File: src/design/swrl_pkg.sv
package swrl_pkg;

  localparam int unsigned NumAppsDef     = 4;
  localparam int unsigned RingEntriesDef = 16;
  localparam int unsigned MaxApps        = 4;

  localparam logic [31:0] WindowReset = 32'd1000000;
  localparam logic [47:0] SumMax      = 48'hFFFF_FFFF_FFFF;

  typedef enum logic [1:0] {
    OpRecord = 2'd0,
    OpCheck  = 2'd1,
    OpClear  = 2'd2,
    OpNone   = 2'd3
  } op_e;

  // Register indexes on the configuration port.
  localparam logic [2:0] RegWindow = 3'd0;
  localparam logic [2:0] RegEnable = 3'd1;
  localparam logic [2:0] RegLimit0 = 3'd2;
  localparam logic [2:0] RegLimit1 = 3'd3;
  localparam logic [2:0] RegLimit2 = 3'd4;
  localparam logic [2:0] RegLimit3 = 3'd5;

  // Classified command handed from the front part to the back part.
  typedef struct packed {
    op_e         op;
    logic [1:0]  app;
    logic        has_limit;
    logic        limit_zero;
    logic [31:0] now;
    logic [32:0] amount;
    logic [31:0] request;
  } cmd_t;

  typedef enum logic [2:0] {
    StIdle,
    StRead,
    StPrune,
    StDecide,
    StOut
  } back_state_e;

  typedef struct packed {
    logic        allowed;
    logic [47:0] window_sum;
    logic        entry_dropped;
  } result_t;

endpackage

File: src/design/swrl_front.sv
module swrl_front (
  input  logic                 clk_i,
  input  logic                 rst_ni,
  input  logic                 in_valid_i,
  output logic                 in_ready_o,
  input  logic [1:0]           op_i,
  input  logic [1:0]           app_i,
  input  logic [31:0]          now_i,
  input  logic [31:0]          sent_i,
  input  logic [31:0]          recv_i,
  input  logic [31:0]          req_i,
  input  logic [3:0]           enable_i,
  input  logic [4*40-1:0]      limits_i,
  input  logic [2:0]           num_apps_i,
  output logic                 cmd_valid_o,
  input  logic                 cmd_ready_i,
  output swrl_pkg::cmd_t       cmd_o
);
  import swrl_pkg::*;

  // Two-entry queue toward the back part.
  cmd_t       fifo_q [2];
  logic       wr_ptr_q, rd_ptr_q;
  logic [1:0] cnt_q;
  cmd_t       cls;
  logic       push, pop;
  logic [39:0] lim;

  always_comb begin
    lim            = limits_i[app_i*40 +: 40];
    cls.op         = op_e'(op_i);
    cls.app        = app_i;
    cls.has_limit  = ({1'b0, app_i} < num_apps_i) && enable_i[app_i];
    cls.limit_zero = (lim == 40'd0);
    cls.now        = now_i;
    cls.amount     = {1'b0, sent_i} + {1'b0, recv_i};
    cls.request    = req_i;
  end

  assign in_ready_o  = (cnt_q != 2'd2);
  assign push        = in_valid_i && in_ready_o;
  assign cmd_valid_o = (cnt_q != 2'd0);
  assign pop         = cmd_valid_o && cmd_ready_i;
  assign cmd_o       = fifo_q[rd_ptr_q];

  always_ff @(posedge clk_i) begin
    if (push) begin
      fifo_q[wr_ptr_q] <= cls;
    end
  end

  always_ff @(posedge clk_i or negedge rst_ni) begin
    if (!rst_ni) begin
      wr_ptr_q <= 1'b0;
      rd_ptr_q <= 1'b0;
      cnt_q    <= 2'd0;
    end else begin
      if (push) wr_ptr_q <= ~wr_ptr_q;
      if (pop)  rd_ptr_q <= ~rd_ptr_q;
      cnt_q <= cnt_q + {1'b0, push} - {1'b0, pop};
    end
  end
endmodule

File: config.mk
export PLATFORM = sky130hd
export DESIGN_NAME = swrl_front
export DESIGN_NICKNAME = d
export VERILOG_FILES = /design/src/design/swrl_pkg.sv /design/src/design/swrl_front.sv
export SDC_FILE = /design/constraint.sdc
export NUM_CORES = 1
export LEC_CHECK = 0
export ABC_AREA = 1
export BUFFER_PORTS_ARGS = -buffer_cell sky130_fd_sc_hd__buf_4
export CAP_MARGIN = 20
export CORE_UTILIZATION = 45
export DETAILED_ROUTE_END_ITERATION = 6
export PLACE_DENSITY = 0.74
export SLEW_MARGIN = 25
export SYNTH_ARGS = -nofsm -noshare
export SYNTH_HDL_FRONTEND = slang
export SYNTH_SLANG_ARGS = --single-unit
File: constraint.sdc
create_clock -name clk_i -period 9 [get_ports clk_i]
set_input_delay 2.25 -clock clk_i [delete_from_list [all_inputs] [get_ports clk_i]]
set_output_delay 2.25 -clock clk_i [all_outputs]
set_load 0.01 [all_outputs]
==> metrics.sh, run 1 <==
POST-ROUTE-PERIOD-UTIL=0.5271
REPORT.POWER.TOTAL_uW=3703
POST_CTS_SETUP_BUFFERS=0
FINALMAXSLEWVIOLATIONS=0
YS.WARNINGS.COUNT=0
GRT_ANTENNA_BEFORE_REPAIR=0
FILLER_CELL_COUNT=1958
FMAXACHIEVABLE_MHz=210.8
SKEW_PS=8.153
POWER-PER-CELL-AREA_nW_PER_UM2=249.2
NUMBER_OF_CELLS_IN_THE_FINISHED_LAYOUT_APART_FROM_FILLERS=1966
RSZ0062_AT_GRT='false'
WORST_EP_REQUIRED_TIME_PS=6750
VIA_COUNT_OF_THE_FIRST_GLOBAL_ROUTING_PASS=8437
CTS_TREE='yes'
REPORT.FINAL.HOLD_VIOL_COUNT=0
POSTSYNTHCELLCOUNT=1222
NETLIST.AREA_LEADER.SHARE=0.5741
POST-ROUTE-CELL-AREA_UM2=14860
FINALWIRELENGTH_UM=29210
MIN_PERIOD_PS=4744
GRT_MAX_DEGREE=99
MAX-CAP-VIOLATIONS=0
WORSTPATHARRIVAL_PS=2490
STARTPOINT_TYPE='register'
FIRST_ITER_VIOLATIONS=628
ANTENNA_CELLS_INSERTED=0
POSTSYNTHAREAPERCELL_UM2=8.818
CTS.SINK_COUNT=210
DPL-INSTANCE-AREA_UM2=14180
DIE_H_UM=156.7
CTS_RESIZED=0
MAX_STAGE_DELAY_PS=680
VIAS=9333
PIN_COUNT=408
AVGROUTEDWIREPERCELL_UM=14.86
LEAKAGEPOWER_uW=0.007302
GLOBALROUTETOTALUTIL=0.2332
IO_BUFFER_COUNT=407
ROUTED_VIA_DENSITY=4.747
GRT-OVFL-TOTAL=0
POST-SYNTH-TOP-COUNT-CELL='nand2_1'
NETLIST_TOP_CELLS_AREA='edfxtp_1 57%, nand2_1 20%, inv_1 4.2%, ha_1 4.1%, nor2_1 4.0%'
POST_DP_HPWL_UM=22550
RESULT_OF_THE_RUN='completed'
NUMBER_OF_FLOPS_MAPPED_TO_ENABLE_CELLS_BY_YOSYS=206
CTS_INSERTED_BUFFERS=21
SEQ_TOTAL_AREA_YOSYS=0.5834
FLOORPLAN.DIE_AREA_UM2=24570
DIE_WIDTH_UM=156.7
TNS_PS=0
MIN_PATH_TYPE='reg -> reg'
POSTSYNTHREGISTERBITS=210
MAX_SLEW_MARGIN=0.4582
HOLD_BUFFERS=0
SYNTH.NET_COUNT=1561
YS_ASYNC_SR_FRACTION=0.01905
START_UTIL=0.4591
GP_CONGESTION=0.9215
LAYOUT-DRIVE-GT1-SHARE=0.2872
CTS.CLK_SLEW.WORST_PATHS_PS=60
SYNTH.LIB_CELLS_USED.DISTINCT=31
PLACED_CELLS_INCL_TAPS=1929
SYNTH_FLOP_CELL='edfxtp_1'
SYN_AREA_UM2=10780
CRITICALPATHCATEGORY='reg -> out'
CLK-INSERTION-DELAY-LATE_PS=470
VDD_IR_DROP_MAX_mV=0.1465
DETAIL_ROUTE.DRC_VIOLATIONS=0
DRTANTENNAVIOLNETS=0
SYNTHTOLAYOUTAREAGROWTH_PCT=37.92
CLOCKBUFFERDEPTH=3
CTS.ROOT.BUFFER_CELL='clkbuf_16'
FINALHOLDWORSTSLACK_PS=535.6
NETLIST_TOP_CELLS_COUNT='574 x nand2_1, 206 x edfxtp_1, 121 x inv_1'
CRITICAL_PATH.CELL_CHAIN='clkinv_2 > buf_4 > buf_12 > nand2_1 > nand2_1 > buf_4'
SYNTH_AREA_LEADER_CELL='edfxtp_1'
FLOORPLAN.ROWS=56
TIMING_WORST_SLEW_PIN_VALUE_PS=812.7
SETUP_VIOL_COUNT_FINAL=0
GRT_PASS1_WL_UM=44030
DRT_PASS1_ITERATIONS=5
CRIT_FANOUT=53
CORE_REGION_AREA_UM2=23470
CTSHTREEMAXLEVEL=1
FINAL_NETS=1973
WORSTSETUPENDPOINTTYPE='primary output'
CRITICAL_PATH.SLOWEST_CELL='dfrtp_4'
-- power by group --
part	internal [µW]	leakage [µW]	switching [µW]	total, µW
registers	1360	0.00196	84.4	1440
logic	584	0.00502	838	1420
clock network	512	0.000323	325	837
-- state kept, by name (all words and copies together) (netlist names) --
name	count
rd_ptr_q	1
fifo_q	206
cnt_q	2
wr_ptr_q	1
-- final timing paths --
check                                           from                     end  slack (ps)  cells after the start
min in group asynchronous                     rst_ni      cnt_q[1]$_DFF_PN0_        1560                      1
max in group asynchronous                     rst_ni    rd_ptr_q$_DFFE_PN0P_        7310                      1
worst max-delay path            rd_ptr_q$_DFFE_PN0P_               cmd_o[96]        4260                      6
worst max register to register    cnt_q[1]$_DFF_PN0_  fifo_q[1][1]$_DFFE_PP_        6480                      5
worst min register to register    cnt_q[0]$_DFF_PN0_      cnt_q[0]$_DFF_PN0_         540                      1
worst min-delay path              cnt_q[0]$_DFF_PN0_      cnt_q[0]$_DFF_PN0_         540                      1
-- worst max-delay path: cells and delay by family (launching register included) --
family,cells,cell delay [ps]
buf+inv,4,1070
flops,1,680
simple gates,2,210
-- logic make-up (layout without fill, tap and decap cells) --
| logic type | count (synthesis) | in the layout | synth area share |
|---|---|---|---|
| xor+xnor | 18 | 18 | 0.01463 |
| compound gates | 32 | 32 | 0.01568 |
| buf+inv | 152 | 577 | 0.05504 |
| simple gates | 774 | 774 | 0.2888 |
| flops | 210 | 210 | 0.5834 |
| fa+ha+maj | 36 | 36 | 0.04250 |
-- final cells by class --
type                            instances  area (µm²)  area share
Tap cell                              319       399.1     0.02686
Sequential cell                       210        6290      0.4232
Timing Repair Buffer                  414        3120      0.2100
Clock buffer                           26       544.3     0.03662
Multi-Input combinational cell        860        3911      0.2632
Clock inverter                         10       118.9    0.007998
Inverter                              127       478.0     0.03216
-- metrics by stage --
stage,util,setup slack [ps]
floorplan,-,1780
global placement,0.6041,4609
detailed placement,0.6041,4576
CTS,0.6323,4061
global route,0.6332,4124
finish,0.6332,4256
-- cells in the final DEF, fill, tap and decap left out, drive strengths merged --
| cell type | count |
|---|---|
| o21bai | 1 |
| nor2 | 117 |
| a221oi | 1 |
| fa | 1 |
| nand3b | 8 |
| nor4 | 1 |
| xnor2 | 2 |
| nor3 | 19 |
| nand2 | 585 |
| o21ai | 4 |
| nand3 | 30 |
| dfrtp | 4 |
| edfxtp | 206 |
| a21o | 1 |
| clkinv | 8 |
| xor2 | 16 |
| or2 | 2 |
| bufinv | 3 |
| a21oi | 25 |
| buf | 414 |
| nand4 | 10 |
| nor3b | 2 |
| ha | 35 |
| clkbuf | 26 |
| inv | 126 |
-- routing by layer --
layer  vias to the layer above  part of all wire  global-route usage
met5                         -                 0                   0
met2                       391              0.44              0.3628
li1                       4731                 -                   -
met1                      4151              0.45              0.3347
met3                        60             0.077             0.03212
met4                         0             0.032             0.07843
Note: power is estimated with default switching activity, not from simulation.
==> run 2, diff against run 1 <==
==> constraint.sdc (replaced) <==
create_clock -name clk_i -period 4.6 [get_ports clk_i]
set_input_delay 1.15 -clock clk_i [delete_from_list [all_inputs] [get_ports clk_i]]
set_output_delay 1.15 -clock clk_i [all_outputs]
set_load 0.01 [all_outputs]
==> metrics.sh, run 2 (synthesized netlist as in run 1, its figures left out) <==
DIE_H_UM=156.7  # unchanged
TOP_REGISTER='fifo_q'
CTSHTREEMAXLEVEL=1  # unchanged
GRT_MAX_DEGREE=89  # -10%
WORST-R2R-SETUP-SLACK_PS=2370  # -4110 ps
GLOBALROUTETOTALUTIL=0.2432  # +0.01002
HOLD_BUFFERS=0  # unchanged
CORE_REGION_AREA_UM2=23470  # unchanged
MAX_STAGE_DELAY_PS=720  # +40 ps
GRT-OVFL-TOTAL=0  # unchanged
REPORT.FINAL.HOLD_VIOL_COUNT=0  # unchanged
CLK-INSERTION-DELAY-LATE_PS=490  # +20 ps
TIMING_WORST_SLEW_PIN_VALUE_PS=901.0  # +88.35 ps
FINALWIRELENGTH_UM=30700  # +5.1%
WORSTSETUPENDPOINTTYPE='primary output'
FIRST_ITER_VIOLATIONS=593  # -5.6%
WORSTPATHARRIVAL_PS=2880  # +390 ps
IO_BUFFER_COUNT=407  # unchanged
CRITICAL_PATH.SLOWEST_CELL='clkinv_2'
VIAS=9396  # +0.68%
VDD_IR_DROP_MAX_mV=0.3042  # +110%
ROUTED_VIA_DENSITY=4.784  # +0.78%
CTS.ROOT.BUFFER_CELL='clkbuf_16'
MAX-CAP-VIOLATIONS=0  # unchanged
POWER-PER-CELL-AREA_nW_PER_UM2=491.4  # +97%
VIA_COUNT_OF_THE_FIRST_GLOBAL_ROUTING_PASS=8703  # +3.2%
RSZ0062_AT_GRT='false'
NUMBER_OF_CELLS_IN_THE_FINISHED_LAYOUT_APART_FROM_FILLERS=1964  # -0.10%
SWSHARE=0.3363  # -0.0003613
POWER.COMBINATIONAL.FRACTION=0.377  # -0.007
MAX_SLEW_MARGIN=0.3979  # -0.06033
SHARE_SEQ_OF_TOTAL_POWER=0.387  # -0.003
FLOORPLAN.DIE_AREA_UM2=24570  # unchanged
FINAL_NETS=1970  # -0.15%
SYNTHTOLAYOUTAREAGROWTH_PCT=38.23
FLOORPLAN.ROWS=56  # unchanged
REG2REGPATHDEPTH=4  # -1
FINAL_CELL_MIX='574 x nand2_1, 410 x buf_4, 206 x edfxtp_1, 121 x inv_1, 112 x nor2_1'
DRT_PASS1_ITERATIONS=5  # unchanged
CLOCKBUFFERDEPTH=3  # unchanged
CRITICAL_PATH.CELL_CHAIN='clkinv_2 > buf_4 > nand2_1 > nand2_1 > buf_4'
MIN_PATH_TYPE='in -> async'
WORST_EP_REQUIRED_TIME_PS=3450  # -3300 ps
DRTANTENNAVIOLNETS=0  # unchanged
DIE_WIDTH_UM=156.7  # unchanged
SKEW_PS=6.748  # -1.405 ps
START_UTIL=0.4591  # unchanged
POST_DP_HPWL_UM=23820  # +5.6%
R2R_END='fifo_q[1][17]$_DFFE_PP_'
CTS_INSERTED_BUFFERS=20  # -4.8%
SETUP_VIOL_COUNT_FINAL=0  # unchanged
CRIT_FANOUT=53  # unchanged
REG_TOP3='fifo_q: 206 flops, cnt_q: 2 flops'
AVGROUTEDWIREPERCELL_UM=15.63  # +5.2%
CRITICALPATHCATEGORY='reg -> out'
GP_CONGESTION=0.9586  # +4.0%
CTS.SINK_COUNT=210  # unchanged
CTS.CLK_SLEW.WORST_PATHS_PS=60  # about the same
INTERNAL_POWER_uW=4857  # +98%
GRT_PASS1_WL_UM=45780  # +4.0%
CTS_RESIZED=0  # unchanged
FMAXACHIEVABLE_MHz=248.2
LAYOUT.CORE_UTILIZATION=0.6345  # +0.001386
TNS_PS=0  # unchanged
LAYOUT-DRIVE-GT1-SHARE=0.2889  # +0.001741
CTS_TREE='yes'
POST_CTS_SETUP_BUFFERS=0  # unchanged
STARTPOINT_TYPE='register'
POST-ROUTE-PERIOD-UTIL=0.8760
MIN_PERIOD_PS=4030
WORST-PATH-BUF-INV=3  # -1
FINAL_COMMON_CELL='nand2_1'
LARGEST_REG_FLOPS=206  # unchanged
LEAKAGEPOWER_uW=0.007310  # +0.11%
WORSTREG2REGSTART='cnt_q[1]$_DFF_PN0_'
FINALMAXSLEWVIOLATIONS=0  # unchanged
RESULT_OF_THE_RUN='completed'
POWER_FRAC_CLOCK=0.236  # +0.010
PLACED_CELLS_INCL_TAPS=1928  # -0.052%
FINALHOLDWORSTSLACK_PS=450.0  # -85.59 ps
GRT_ANTENNA_BEFORE_REPAIR=2  # +2
PIN_COUNT=408  # unchanged
CP_TOP_FAMILY='buffers and inverters'
POWER_SWITCHING_uW=2461  # +97%
DETAIL_ROUTE.DRC_VIOLATIONS=0  # unchanged
-- run 2: cell types whose count changed in the layout (fill, tap and decap cells not counted), sizes merged --
cell / change
clkbuf: -3
buf: -2
bufinv: +1
clkinvlp: +1
diode: +1
-- run 2: worst max-delay path by stage --
stage,endpoint,startpoint,slack (ps),cells after the start
6_report,cmd_o[19],rd_ptr_q$_DFFE_PN0P_,570,5
5_1_grt,cmd_o[33],rd_ptr_q$_DFFE_PN0P_,390,5
4_1_cts,cmd_o[19],rd_ptr_q$_DFFE_PN0P_,480,5
3_5_place_dp,cmd_o[19],rd_ptr_q$_DFFE_PN0P_,1020,5
3_3_place_gp,cmd_o[37],rd_ptr_q$_DFFE_PN0P_,1110,5
2_1_floorplan,fifo_q[1][0]$_DFFE_PP_,in_valid_i,210,2
-- run 2: layer usage --
| metal | up-vias | track usage | share of wire |
|---|---|---|---|
| met3 | 53 | 0.04819 | 0.078 |
| met4 | 2 | 0.07096 | 0.025 |
| met1 | 4265 | 0.3255 | 0.43 |
| li1 | 4723 | - | - |
| met2 | 353 | 0.3992 | 0.47 |
| met5 | - | 0 | 0.00055 |
-- run 2: stage by stage --
step	total power [µW]	area, µm²	setup WS [ps]
floorplan	4249	10780	212.8
global placement	5602	14200	1115
detailed placement	5667	14200	1018
CTS	7396	14890	483.9
global route	7733	14890	392.5
finish	7319	14890	570.2
-- run 2: area by class of cell --
class	instances	area, µm²
clock buffers	23	533.0
well taps	319	399.1
repair buffers	412	3118
multi-input cells	860	3911
flip-flops and latches	210	6290
fillers	1965	8578
clock inverters	12	162.7
inverters	127	478.0
diodes	1	2.502
-- run 2: worst reg2reg max path: stages (launching register included) --
cell	delay, ps
dfrtp_1	410
nand2_1	120
nand2_1	170
nor2_4	730
buf_4	450
-- run 2: power by group through the flow --
| stage | clock [µW] | sequential (µW) | combinational (µW) |
|---|---|---|---|
| detailed placement | 0 | 2880 | 2790 |
| global route | 1830 | 2870 | 3030 |
| floorplan | 0 | 2810 | 1440 |
| finish | 1720 | 2830 | 2760 |
| CTS | 1750 | 2840 | 2800 |
| global placement | 0 | 2870 | 2740 |
